==> src/rtl/core/assert_macros.svh <==
// ----------------------------------------------------------------------------
// assert_macros.svh
// Assertion helpers shared by the RTL of the report coalescing arbiter.
// ----------------------------------------------------------------------------
`ifndef ASSERT_MACROS_SVH
`define ASSERT_MACROS_SVH

// Implication checked at every clock edge outside reset.
`define HRCA_ASSERT_IMP(label, clk, rst, ante, cons, msg) \
   label: assert property (@(posedge clk) disable iff (rst) (ante) |-> (cons)) \
      else $error(msg);

// Implication whose consequence is checked in the cycle after the antecedent.
`define HRCA_ASSERT_NEXT(label, clk, rst, ante, cons, msg) \
   label: assert property (@(posedge clk) disable iff (rst) (ante) |=> (cons)) \
      else $error(msg);

`endif

==> src/rtl/core/hrca_pkg.sv <==
// ----------------------------------------------------------------------------
// hrca_pkg
// Types and constants of the HID report coalescing arbiter.
// ----------------------------------------------------------------------------
package hrca_pkg;

   localparam logic [1:0] KIND_KEYBOARD = 2'd0;
   localparam logic [1:0] KIND_CONSUMER = 2'd1;
   localparam logic [1:0] KIND_MOUSE    = 2'd2;
   localparam logic [1:0] KIND_READY    = 2'd3;

   localparam logic [1:0] TAG_KEYBOARD = 2'd1;
   localparam logic [1:0] TAG_CONSUMER = 2'd2;
   localparam logic [1:0] TAG_MOUSE    = 2'd3;

   localparam int KB_BYTES    = 8;
   localparam int CONS_BYTES  = 12;
   localparam int MOUSE_BYTES = 9;

   localparam logic [3:0] LEN_KEYBOARD = 4'(KB_BYTES + 1);
   localparam logic [3:0] LEN_CONSUMER = 4'(CONS_BYTES + 1);
   localparam logic [3:0] LEN_MOUSE    = 4'(MOUSE_BYTES + 1);

   localparam logic [15:0] SAT_MAX = 16'h7FFF;
   localparam logic [15:0] SAT_MIN = 16'h8000;

   typedef struct packed {
      logic [1:0]  kind;
      logic [15:0] byte_count;
      logic [63:0] bytes_low;
      logic [31:0] bytes_high;
   } req_type;

   typedef struct packed {
      logic [1:0]  report_tag;
      logic [63:0] body_low;
      logic [31:0] body_high;
      logic [3:0]  total_length;
   } rsp_type;

   typedef struct packed {
      logic [63:0]      keyboard_store;
      logic [95:0]      consumer_store;
      logic [7:0]       button_state;
      logic [3:0][31:0] delta_sums;
      logic [2:0]       dirty_marks;
      logic             endpoint_ready;
   } state_type;

   function automatic logic [15:0] sat16(input logic [31:0] v);
      logic [15:0] r;
      r = v[15:0];
      if (!v[31] && (v[30:15] != 16'h0000)) begin
         r = SAT_MAX;
      end else if (v[31] && (v[30:15] != 16'hFFFF)) begin
         r = SAT_MIN;
      end
      return r;
   endfunction

endpackage

==> src/rtl/core/hrca_stream_if.sv <==
// ----------------------------------------------------------------------------
// hrca_stream_if
// Valid/ready channel carrying one transaction payload.
// ----------------------------------------------------------------------------
interface hrca_stream_if #(
   parameter type payload_type = logic
);
   logic        valid;
   logic        ready;
   payload_type payload;

   modport source (output valid, output payload, input ready);
   modport sink   (input valid, input payload, output ready);
endinterface

==> src/rtl/core/hrca_update.sv <==
// ----------------------------------------------------------------------------
// hrca_update
// Coalesces one transaction into the pending reports and picks the output.
// ----------------------------------------------------------------------------
module hrca_update (
   input  hrca_pkg::state_type cur,
   input  hrca_pkg::req_type   item,
   output hrca_pkg::state_type nxt,
   output logic                res_valid,
   output hrca_pkg::rsp_type   res
);

   hrca_pkg::state_type mid;
   logic [15:0]         dx;
   logic [15:0]         dy;
   logic [15:0]         dsy;
   logic [15:0]         dsx;
   logic [3:0][15:0]    sat;
   logic [95:0]         cons_in;

   assign dx      = item.bytes_low[23:8];
   assign dy      = item.bytes_low[39:24];
   assign dsy     = item.bytes_low[55:40];
   assign dsx     = {item.bytes_high[7:0], item.bytes_low[63:56]};
   assign cons_in = {item.bytes_high, item.bytes_low};

   always_comb begin
      mid = cur;
      case (item.kind)
         hrca_pkg::KIND_KEYBOARD: begin
            for (int i = 0; i < hrca_pkg::KB_BYTES; i++) begin
               if (item.byte_count > 16'(i)) begin
                  mid.keyboard_store[8*i +: 8] = item.bytes_low[8*i +: 8];
               end
            end
            mid.dirty_marks[0] = 1'b1;
         end
         hrca_pkg::KIND_CONSUMER: begin
            for (int i = 0; i < hrca_pkg::CONS_BYTES; i++) begin
               if (item.byte_count > 16'(i)) begin
                  mid.consumer_store[8*i +: 8] = cons_in[8*i +: 8];
               end
            end
            mid.dirty_marks[1] = 1'b1;
         end
         hrca_pkg::KIND_MOUSE: begin
            if (item.byte_count >= 16'(hrca_pkg::MOUSE_BYTES)) begin
               mid.button_state  = item.bytes_low[7:0];
               mid.delta_sums[0] = cur.delta_sums[0] + {{16{dx[15]}}, dx};
               mid.delta_sums[1] = cur.delta_sums[1] + {{16{dy[15]}}, dy};
               mid.delta_sums[2] = cur.delta_sums[2] + {{16{dsy[15]}}, dsy};
               mid.delta_sums[3] = cur.delta_sums[3] + {{16{dsx[15]}}, dsx};
               mid.dirty_marks[2] = 1'b1;
            end
         end
         hrca_pkg::KIND_READY: begin
            mid.endpoint_ready = 1'b1;
         end
         default: begin
            mid = cur;
         end
      endcase
   end

   always_comb begin
      for (int j = 0; j < 4; j++) begin
         sat[j] = hrca_pkg::sat16(mid.delta_sums[j]);
      end
   end

   always_comb begin
      nxt       = mid;
      res_valid = 1'b0;
      res       = '0;
      if (mid.endpoint_ready) begin
         if (mid.dirty_marks[0]) begin
            res_valid            = 1'b1;
            nxt.dirty_marks[0]   = 1'b0;
            res.report_tag       = hrca_pkg::TAG_KEYBOARD;
            res.body_low         = mid.keyboard_store;
            res.body_high        = '0;
            res.total_length     = hrca_pkg::LEN_KEYBOARD;
         end else if (mid.dirty_marks[1]) begin
            res_valid            = 1'b1;
            nxt.dirty_marks[1]   = 1'b0;
            res.report_tag       = hrca_pkg::TAG_CONSUMER;
            res.body_low         = mid.consumer_store[63:0];
            res.body_high        = mid.consumer_store[95:64];
            res.total_length     = hrca_pkg::LEN_CONSUMER;
         end else if (mid.dirty_marks[2]) begin
            res_valid            = 1'b1;
            nxt.dirty_marks[2]   = 1'b0;
            nxt.delta_sums       = '0;
            res.report_tag       = hrca_pkg::TAG_MOUSE;
            res.body_low         = {sat[3][7:0], sat[2], sat[1], sat[0], mid.button_state};
            res.body_high        = {24'h000000, sat[3][15:8]};
            res.total_length     = hrca_pkg::LEN_MOUSE;
         end
         if (res_valid) begin
            nxt.endpoint_ready = 1'b0;
         end
      end
   end

endmodule

==> src/rtl/core/hid_report_coalescing_arbiter_top.sv <==
// ----------------------------------------------------------------------------
// hid_report_coalescing_arbiter_top
// Coalesces keyboard, consumer and mouse HID reports while the endpoint is
// busy and emits the highest-priority pending report once it is ready.
//
//   channel   | dir | payload              | handshake
//   ----------+-----+----------------------+--------------------------
//   req_chan  | in  | hrca_pkg::req_type   | valid/ready, sink
//   rsp_chan  | out | hrca_pkg::rsp_type   | valid/ready, source
//
// One transaction per cycle when not stalled: input register, one update/pick
// pass, result register; a result is registered from the request register.
// Synchronous reset clears all pending reports, sums and the ready flag.
// A stalled result register holds a full request register, which in turn
// deasserts req_chan.ready; otherwise both advance every cycle.
// ----------------------------------------------------------------------------
`include "assert_macros.svh"

module hid_report_coalescing_arbiter_top (
   input  logic                 clock,
   input  logic                 reset,
   hrca_stream_if.sink          req_chan,
   hrca_stream_if.source        rsp_chan
);

   hrca_pkg::req_type   req_ff;
   logic                req_valid_ff;
   logic                req_valid_in;
   hrca_pkg::state_type state_ff;
   hrca_pkg::state_type state_in;
   hrca_pkg::rsp_type   rsp_ff;
   logic                rsp_valid_ff;
   logic                rsp_valid_in;
   hrca_pkg::rsp_type   res;
   logic                res_valid;
   logic                advance;
   logic                req_fire;
   logic                step;

   assign advance        = !rsp_valid_ff || rsp_chan.ready;
   assign req_chan.ready = !req_valid_ff || advance;
   assign req_fire       = req_chan.valid && req_chan.ready;
   assign step           = req_valid_ff && advance;

   hrca_update u_update (
      .cur       (state_ff),
      .item      (req_ff),
      .nxt       (state_in),
      .res_valid (res_valid),
      .res       (res)
   );

   always_comb begin
      req_valid_in = req_valid_ff;
      if (req_fire) begin
         req_valid_in = 1'b1;
      end else if (advance) begin
         req_valid_in = 1'b0;
      end
      rsp_valid_in = rsp_valid_ff;
      if (advance) begin
         rsp_valid_in = step && res_valid;
      end
   end

   always_ff @(posedge clock) begin
      if (reset) begin
         req_valid_ff <= 1'b0;
         rsp_valid_ff <= 1'b0;
         state_ff     <= '0;
      end else begin
         req_valid_ff <= req_valid_in;
         rsp_valid_ff <= rsp_valid_in;
         if (step) begin
            state_ff <= state_in;
         end
      end
   end

   always_ff @(posedge clock) begin
      if (req_fire) begin
         req_ff <= req_chan.payload;
      end
      if (step) begin
         rsp_ff <= res;
      end
   end

   assign rsp_chan.valid   = rsp_valid_ff;
   assign rsp_chan.payload = rsp_ff;

   `HRCA_ASSERT_IMP(a_len_matches_tag, clock, reset, rsp_valid_ff,
      (rsp_ff.report_tag == hrca_pkg::TAG_KEYBOARD &&
       rsp_ff.total_length == hrca_pkg::LEN_KEYBOARD) ||
      (rsp_ff.report_tag == hrca_pkg::TAG_CONSUMER &&
       rsp_ff.total_length == hrca_pkg::LEN_CONSUMER) ||
      (rsp_ff.report_tag == hrca_pkg::TAG_MOUSE &&
       rsp_ff.total_length == hrca_pkg::LEN_MOUSE), "tag and length disagree")
   `HRCA_ASSERT_NEXT(a_busy_after_emit, clock, reset, step && res_valid,
      !state_ff.endpoint_ready && rsp_valid_ff, "endpoint not busy after emit")
   `HRCA_ASSERT_IMP(a_no_emit_while_busy, clock, reset,
      step && !state_ff.endpoint_ready && req_ff.kind != hrca_pkg::KIND_READY,
      !res_valid, "report emitted while endpoint busy")
   `HRCA_ASSERT_NEXT(a_mouse_sums_cleared, clock, reset,
      step && res_valid && res.report_tag == hrca_pkg::TAG_MOUSE,
      state_ff.delta_sums == '0 && !state_ff.dirty_marks[2], "mouse sums kept")

endmodule

==> src/flat_wrapper.sv <==
// flat-port wrapper written by rule: the top's interface ports become plain ports
module hid_report_coalescing_arbiter_top_flat import hrca_pkg::*;
  (clock, reset, req_chan_valid, req_chan_payload, req_chan_ready, rsp_chan_valid, rsp_chan_payload, rsp_chan_ready);
  hrca_stream_if #(.payload_type(req_type)) req_chan_i ();
  hrca_stream_if #(.payload_type(rsp_type)) rsp_chan_i ();
  input  logic clock;
  input  logic reset;
  input wire logic [$bits(req_chan_i.valid)-1:0] req_chan_valid;
  input wire logic [$bits(req_chan_i.payload)-1:0] req_chan_payload;
  output wire logic [$bits(req_chan_i.ready)-1:0] req_chan_ready;
  output wire logic [$bits(rsp_chan_i.valid)-1:0] rsp_chan_valid;
  output wire logic [$bits(rsp_chan_i.payload)-1:0] rsp_chan_payload;
  input wire logic [$bits(rsp_chan_i.ready)-1:0] rsp_chan_ready;
  assign req_chan_i.valid = req_chan_valid;
  assign req_chan_i.payload = req_chan_payload;
  assign req_chan_ready = req_chan_i.ready;
  assign rsp_chan_valid = rsp_chan_i.valid;
  assign rsp_chan_payload = rsp_chan_i.payload;
  assign rsp_chan_i.ready = rsp_chan_ready;
  hid_report_coalescing_arbiter_top u_core (.clock(clock), .reset(reset), .req_chan(req_chan_i), .rsp_chan(rsp_chan_i));
endmodule
==> config.mk <==
export PLATFORM = sky130hd
export DESIGN_NAME = hid_report_coalescing_arbiter_top_flat
export DESIGN_NICKNAME = d
export VERILOG_FILES = /design/src/rtl/core/hrca_pkg.sv /design/src/rtl/core/hrca_stream_if.sv /design/src/rtl/core/hrca_update.sv /design/src/rtl/core/hid_report_coalescing_arbiter_top.sv /design/src/flat_wrapper.sv
export VERILOG_INCLUDE_DIRS = /design/src /design/src/rtl/core
export SDC_FILE = /design/constraint.sdc
export NUM_CORES = 1
export LEC_CHECK = 0
export BUFFER_PORTS_ARGS = -buffer_cell sky130_fd_sc_hd__buf_2
export CELL_PAD_IN_SITES_DETAIL_PLACEMENT = 0
export CELL_PAD_IN_SITES_GLOBAL_PLACEMENT = 1
export CORE_MARGIN = 3
export CORE_UTILIZATION = 35
export DETAILED_ROUTE_END_ITERATION = 10
export HOLD_SLACK_MARGIN = 0.1
export PLACE_DENSITY = 0.76
export SETUP_SLACK_MARGIN = 0.15
export SLEW_MARGIN = 20
export SYNTH_ARGS = -nofsm -noshare
export SYNTH_HDL_FRONTEND = slang
export SYNTH_SLANG_ARGS = --single-unit
==> constraint.sdc <==
create_clock -name clock -period 6.75 [get_ports clock]
set_input_delay 1.0125 -clock clock [delete_from_list [all_inputs] [get_ports clock]]
set_output_delay 1.0125 -clock clock [all_outputs]
set_load 0.03 [all_outputs]
==> results of run 1 <==
==> per-layer routing <==
metal  up-vias  wire length, microns  track usage [%]  part of all wire (%)
li1      13200                     -                -                     -
met1     13100                 45700             29.7                    46
met2       738                 45000             34.0                    45
met3       181                  5230             3.11                   5.3
met4         4                  3540             7.47                   3.6
met5         -                    27                0                 0.027
==> state kept, by name, indices dropped and copies added (netlist names) <==
name	cells
u_core.req_valid_ff	1
u_core.state_ff	300
u_core.rsp_chan.valid	1
u_core.rsp_chan.payload	102
u_core.req_ff	114
==> logic make-up (layout without fill, tap and decap cells) <==
kind of cell / Yosys count / after routing / share of synthesized area [%]
simple gates: 1325 / 1325 / 19.1
other cells: 0 / 6 / 0
mux: 174 / 174 / 5.90
buf+inv: 258 / 409 / 3.42
xor+xnor: 79 / 79 / 2.30
flops: 518 / 518 / 41.6
fa+ha+maj: 128 / 128 / 5.42
compound gates: 1058 / 1058 / 22.3
==> worst max path at each step <==
stage | slack, ns | from | depth (start not counted) | endpoint
finish | 1.32 | u_core.req_ff[55] | 12 | u_core.rsp_chan.payload[46]
floorplan | 1.68 | rsp_chan_ready | 5 | u_core.rsp_chan.payload[0]
detailed placement | 1.39 | u_core.req_ff[55] | 12 | u_core.rsp_chan.payload[46]
global placement | 1.43 | u_core.req_ff[55] | 12 | u_core.rsp_chan.payload[46]
CTS | 1.36 | u_core.req_ff[55] | 12 | u_core.rsp_chan.payload[46]
global route | 0.96 | u_core.req_ff[55] | 12 | u_core.rsp_chan.payload[45]
==> placed cells by master, fill, tap and decap left out, types with 12 or more instances in the layout <==
| cell | count |
|---|---|
| o21ai_0 | 136 |
| nand4_1 | 55 |
| nor3_1 | 64 |
| buf_4 | 40 |
| a21o_1 | 45 |
| dfxtp_1 | 302 |
| o211ai_1 | 23 |
| a22oi_1 | 77 |
| a211oi_1 | 33 |
| or4_1 | 15 |
| a31oi_1 | 32 |
| a221oi_1 | 14 |
| inv_1 | 38 |
| o21bai_1 | 16 |
| and2_1 | 16 |
| a211o_1 | 12 |
| xnor2_1 | 42 |
| nor4_1 | 17 |
| buf_2 | 220 |
| and3_1 | 16 |
| o31ai_1 | 20 |
| nand2_1 | 608 |
| o21a_1 | 40 |
| nand2b_1 | 12 |
| a21oi_1 | 432 |
| nor2b_1 | 13 |
| ha_1 | 124 |
| mux2i_1 | 145 |
| clkbuf_1 | 20 |
| or2_2 | 12 |
| xor2_1 | 37 |
| edfxtp_1 | 216 |
| o22ai_1 | 30 |
| nand3_1 | 73 |
| mux2_2 | 29 |
| o21ai_1 | 15 |
| nor2_1 | 369 |
| clkbuf_16 | 58 |
==> tightest hold or removal path, cell delays in order (launching register included) <==
cell and delay [ns]:
dfxtp_1 0.31, nand2_1 0.05, a21oi_1 0.05
==> cell type report <==
class                   instances  share of cell area (%)
multi-input cells            2764                    48.7
flip-flops and latches        518                    36.6
clock buffers                  85                    4.74
repair buffers                262                    4.20
well taps                    1134                    4.15
clock inverters                23                    1.09
inverters                      39                   0.442
diodes                          6                  0.0439
==> where the power goes <==
part / internal (W) / switching [W] / total, W
clock: 0.00194 / 0.00137 / 0.00331
combinational: 0.000374 / 0.000781 / 0.00116
sequential: 0.00338 / 0.000105 / 0.00349
total: 0.00570 / 0.00225 / 0.00795
==> metrics by stage <==
stage,hold WS [ns],cells,instance area [sq um]
6_report,0.452,4831,34200
5_1_grt,0.465,4829,34200
4_1_cts,0.454,4825,34200
3_5_place_dp,0.445,4717,32200
3_3_place_gp,0.440,4717,32200
2_1_floorplan,0.433,3540,30100
==> impl_metrics.env, run 1 <==
export IMPL_status="finished clean"
export IMPL_start_kind="flip-flop"
export IMPL_ioPinCount=222
export IMPL_rsz0062_at_grt="false"
export IMPL_power_density_mw_per_mm2=232
export IMPL_min_period_over_period_pct=80.5
export IMPL_slowest_delay_ns=0.92
export IMPL_final_max_slew_violation_count=0
export IMPL_worst_path_most_repeated_cell="a221oi_1"
export IMPL_nNetsFinal=3888
export IMPL_routed_wl_mm=99.4
export IMPL_ys_seq_elements=518
export IMPL_synth_edf_count=216
export IMPL_cts_buffers_inserted=57
export IMPL_fin_skew_ns=0.0633
export IMPL_r2r_end="u_core.rsp_chan.payload[46]"
export IMPL_area_growth_pct=13.6
export IMPL_drc=0
export IMPL_clk_insertion_delay_late_ns=0.67
export IMPL_coreArea_sq_mm=0.0845
export IMPL_clock_sinks=518
export IMPL_cp_data_arrival_time_ns=5.92
export IMPL_setup_worst_path_end_class="flip-flop"
export IMPL_post_synth_num_cell_types=80
export IMPL_grt_first_pass_wirelength_mm=154
export IMPL_dp_hpwl_mm=69.0
export IMPL_via_per_inst=5.64
export IMPL_synthesis_nets=3786
export IMPL_syn_instance_count=3540
export IMPL_worstHoldStart="u_core.state_ff[236]"
export IMPL_synth_area_leader_cell="edfxtp_1"
export IMPL_row_count=106
export IMPL_min_path_cells=2
export IMPL_hold_path_class="flip-flop to flip-flop"
export IMPL_pre_cts_ws_ns=1.39
export IMPL_max_clock_path_buffers=3
export IMPL_drv_cap=0
export IMPL_r2r_start="u_core.req_ff[55]"
export IMPL_worstPathCellList="ha_1, a21oi_1, nand2_1, a221oi_1, a31oi_1, o31a_1, a2111oi_0, nand4_1, or4_1, o22ai_2, o21ai_0, a221oi_1"
export IMPL_worst_path_max_fanout=22
export IMPL_ctsHoldBuffers=0
export IMPL_synth_area_sq_mm=0.0301
export IMPL_setup_ws_ns=1.32
export IMPL_finalSetupViolations=0
export IMPL_synthFlopType="dfxtp_1"
export IMPL_first_pass_iters=5
export IMPL_utilization_pct=40.5
export IMPL_fmax_mhz=184
export IMPL_ant_nets=0
export IMPL_gp_congestion=0.912
export IMPL_cts_root_buf="clkbuf_16"
export IMPL_crit_family="compound AO/OA/AOI/OAI gates"
export IMPL_yosysMostFrequentCell="nand2_1"
export IMPL_port_buffers=221
export IMPL_drive_gt1_share_pct=11.8
export IMPL_hold_violations=0
export IMPL_async_reset_ff_share_pct=0
export IMPL_peakVddDrop_mv=0.177
export IMPL_p_total_w=0.00795
export IMPL_synth_seq_area_share_pct=41.6
export IMPL_period_needed_ns=5.43
export IMPL_start_util_pct=35.7
export IMPL_antenna_found_initial=9
export IMPL_cts_tree="built"
export IMPL_tightest_slew_ns=1.15
export IMPL_postCtsSetupBuffers=0
export IMPL_grt_pass1_vias=25800
export IMPL_htree_levels=2
export IMPL_rrSetupSlack_ns=1.32
export IMPL_vias=27200
export IMPL_area_sequential_sq_mm=0.0125
export IMPL_critPathSlowestCell="edfxtp_1"
export IMPL_dieArea_sq_mm=0.0896
export IMPL_syn_avg_cell_area_sq_um=8.51
export IMPL_hold_end="u_core.state_ff[236]"
export IMPL_n_fill_cell=8615
export IMPL_grt_max_degree=136
export IMPL_wire_per_inst_microns=20.6
export IMPL_reg2regPathDepth=12
export IMPL_yosysWarnings=0
export IMPL_cp_data_required_time_ns=7.24
export IMPL_grt_use_total_pct=21.4
export IMPL_fp_dieH_microns=299
export IMPL_critPathKind="flip-flop to flip-flop"
export IMPL_multi_input_area_sq_mm=0.0167
export IMPL_worst_path_buf_inv=0
export IMPL_grt_overflow=0
export IMPL_p_leak_nw=12.8
export IMPL_initialDrtViolationCount=2320
export IMPL_synth_area_top_cells="edfxtp_1, dfxtp_1, nand2_1"
export IMPL_synthTopCellsByCount="nand2_1, a21oi_1, nor2_1"
export IMPL_ctsResizeCount=0
export IMPL_setup_tns_ns=0
export IMPL_clk_pin_slew_ns=0.06
export IMPL_synth_top_area_share_pct=21.5
export IMPL_fp_dieW_microns=299
export IMPL_slew_headroom_pct=23.4
(Power assumes the default switching activity.)
==> run 2, diff against run 1 <==
--- a/config.mk
+++ b/config.mk
@@ -6,6 +6,7 @@
 export SDC_FILE = /design/constraint.sdc
 export NUM_CORES = 1
 export LEC_CHECK = 0
+export ABC_AREA = 1
 export BUFFER_PORTS_ARGS = -buffer_cell sky130_fd_sc_hd__buf_2
 export CELL_PAD_IN_SITES_DETAIL_PLACEMENT = 0
 export CELL_PAD_IN_SITES_GLOBAL_PLACEMENT = 1
@@ -13,7 +14,7 @@
 export CORE_UTILIZATION = 35
 export DETAILED_ROUTE_END_ITERATION = 10
 export HOLD_SLACK_MARGIN = 0.1
-export PLACE_DENSITY = 0.76
+export PLACE_DENSITY = 0.81
 export SETUP_SLACK_MARGIN = 0.15
 export SLEW_MARGIN = 20
 export SYNTH_ARGS = -nofsm -noshare
==> constraint.sdc (replaced) <==
create_clock -name clock -period 4.7 [get_ports clock]
set_input_delay 0.705 -clock clock [delete_from_list [all_inputs] [get_ports clock]]
set_output_delay 0.705 -clock clock [all_outputs]
set_load 0.03 [all_outputs]
==> run 2 against run 1 <==
  * Wire length rose by 10%
  * Sequential power is 47% higher
  * Via count increased by 20%
  * Non-clock buffer count decreased by 4
  * Design area up 11%
  * Die area is 12% higher
  * Utilization decreased by 0.64 points
  * Clock power up 46%
  * Critical path type unchanged
  * Synthesized area up 12%
  * Clock skew up 0.021 ns
  * Count of clock-buffer cells in the layout down 11
  * Cell count increased by 38%
==> impl_metrics.env, run 2 <==
export IMPL_setup_tns_ns=0
export IMPL_pre_cts_ws_ns=0.832
export IMPL_largest_reg_flops=300
export IMPL_cts_buffers_inserted=58
export IMPL_worstPathCellList="inv_2, a21oi_2, nor2_1, nand2_2, nand2_8, clkinv_2, buf_4, or2_2, nand2_1, nand2_1, nor2_1, nand2_1, nand2_1, nand2_1, nand2_1, a21oi_1"
export IMPL_synth_top_area_share_pct=20.3
export IMPL_period_needed_ns=3.91
export IMPL_final_cell_mix="nand2_1, inv_1, nor2_1, o21ai_0, dfxtp_1"
export IMPL_p_leak_nw=18.9
export IMPL_ctsHoldBuffers=0
export IMPL_wire_per_inst_microns=16.5
export IMPL_finalSetupViolations=0
export IMPL_utilization_pct=39.9
export IMPL_slowest_delay_ns=0.52
export IMPL_nNetsFinal=5577
export IMPL_busiest_layer="met2"
export IMPL_ioPinCount=222
export IMPL_worst_path_max_fanout=45
export IMPL_synth_seq_area_share_pct=37.2
export IMPL_finalInstanceArea_sq_mm=0.0380
export IMPL_globalRouteMet1Util_pct=29.4
export IMPL_critPathSlowestCell="clkinv_2"
export IMPL_hold_violations=0
export IMPL_status="finished clean"
export IMPL_grt_pass1_vias=29900
export IMPL_initialDrtViolationCount=2578
export IMPL_grt_use_total_pct=21.4
export IMPL_placedInstanceArea_sq_mm=0.0360
export IMPL_ant_nets=0
export IMPL_critPathKind="flip-flop to flip-flop"
export IMPL_vias=32500
export IMPL_clock_sinks=518
export IMPL_cp_data_arrival_time_ns=4.31
export IMPL_p_total_w=0.0121
export IMPL_coreArea_sq_mm=0.0953
export IMPL_yosysMostFrequentCell="nand2_1"
export IMPL_gp_congestion=0.953
export IMPL_syn_avg_cell_area_sq_um=6.47
export IMPL_met2_usage_pct=36.0
export IMPL_cp_data_required_time_ns=5.10
export IMPL_met3_usage_pct=2.50
export IMPL_first_pass_iters=6
export IMPL_final_max_slew_violation_count=0
export IMPL_grt_overflow=0
export IMPL_synth_area_sq_mm=0.0337
export IMPL_antenna_found_initial=8
export IMPL_grt_max_degree=197
export IMPL_power_density_mw_per_mm2=319
export IMPL_fp_dieW_microns=316
export IMPL_cts_root_buf="clkbuf_16"
export IMPL_hold_path_class="primary input to flip-flop"
export IMPL_dieArea_sq_mm=0.100
export IMPL_cts_tree="built"
export IMPL_postCtsSetupBuffers=0
export IMPL_peakVddDrop_mv=0.335
export IMPL_largest_register="u_core.state_ff"
export IMPL_worst_path_most_repeated_cell="nand2_1"
export IMPL_dp_hpwl_mm=78.8
export IMPL_post_synth_num_cell_types=48
export IMPL_ctsResizeCount=0
export IMPL_synthesis_nets=5458
export IMPL_slew_headroom_pct=30.6
export IMPL_row_count=113
export IMPL_start_kind="flip-flop"
export IMPL_synth_area_top_cells="nand2_1, edfxtp_1, dfxtp_1"
export IMPL_routed_wl_mm=110
export IMPL_max_clock_path_buffers=3
export IMPL_n_fill_cell=10300
export IMPL_grt_first_pass_wirelength_mm=170
export IMPL_clk_insertion_delay_late_ns=0.70
export IMPL_fmax_mhz=256
export IMPL_synthTopCellsByCount="nand2_1, inv_1, nor2_1"
export IMPL_final_common_cell="nand2_1"
export IMPL_synthFlopType="dfxtp_1"
export IMPL_area_growth_pct=12.7
export IMPL_setup_worst_path_end_class="flip-flop"
export IMPL_via_per_inst=4.90
export IMPL_syn_instance_count=5212
export IMPL_port_buffers=221
export IMPL_drive_gt1_share_pct=7.43
export IMPL_rsz0062_at_grt="false"
export IMPL_start_util_pct=35.4
export IMPL_yosysWarnings=0
export IMPL_drv_cap=0
export IMPL_synth_area_leader_cell="nand2_1"
export IMPL_ys_seq_elements=518
export IMPL_async_reset_ff_share_pct=0
export IMPL_min_period_over_period_pct=83.1
export IMPL_fin_skew_ns=0.0847
export IMPL_htree_levels=2
export IMPL_clk_pin_slew_ns=0.06
export IMPL_setup_ws_ns=0.794
export IMPL_drc=0
export IMPL_fp_dieH_microns=316
export IMPL_synth_edf_count=216
export IMPL_tightest_slew_ns=1.04
[run 2: path summary, 6_finish.rpt]
path | start | to | slack, ns | depth (start not counted)
worst max-delay path | u_core.req_ff[98] | u_core.rsp_chan.payload[61] | 0.79 | 16
worst max register to register | u_core.req_ff[98] | u_core.rsp_chan.payload[61] | 0.79 | 16
worst min-delay path | req_chan_payload[111] | u_core.req_ff[111] | 0.18 | 1
worst min register to register | u_core.state_ff[0] | u_core.state_ff[0] | 0.47 | 2
[run 2: cell families (layout without fill, tap and decap cells)]
| family | count (synthesis) | count (layout) | share of synthesized area, % |
|---|---|---|---|
| XOR/XNOR | 54 | 54 | 1.40 |
| AND/OR/NAND/NOR | 2618 | 2618 | 30.8 |
| adder cells (fa/ha/maj) | 128 | 128 | 4.84 |
| multiplexers | 25 | 25 | 0.743 |
| buffers and inverters | 1014 | 1182 | 11.6 |
| other | 0 | 2 | 0 |
| AO/OA/AOI/OAI | 855 | 855 | 13.4 |
| flip-flops | 518 | 518 | 37.2 |
[run 2: stage by stage]
step | cells | hold slack [ns]
after floorplan | 5212 | 0.445
after global placement | 6536 | 0.458
after detailed placement | 6536 | 0.459
after CTS | 6645 | 0.138
after global routing | 6646 | 0.154
final | 6647 | 0.181
[run 2: layer usage]
layer | routed length (microns) | part of all wire [%]
met4 | 2310 | 2.1
met3 | 5820 | 5.3
met1 | 50700 | 46
met2 | 50900 | 46
met5 | 0 | 0
[run 2: where the power goes]
part	total, W	internal [W]	switching, W
registers	0.00512	0.00494	0.000177
clock network	0.00482	0.00279	0.00203
logic	0.00219	0.000676	0.00151
total	0.0121	0.00841	0.00372
[run 2: area by class of cell]
cell class              instances  area [sq um]  area share [%]
diodes                          2          5.00          0.0132
clock buffers                  74          1550            4.08
clock inverters                35           454            1.20
inverters                     815          3070            8.09
multi-input cells            3680         17300            45.5
flip-flops and latches        518         12500            33.0
well taps                    1265          1580            4.17
repair buffers                258          1490            3.93
[run 2: worst max-delay path: cells and delay by family (launching register included)]
family | cells | cell delay [ns]
simple gates | 11 | 1.84
buf+inv | 3 | 1.13
flops | 1 | 0.48
compound gates | 2 | 0.13
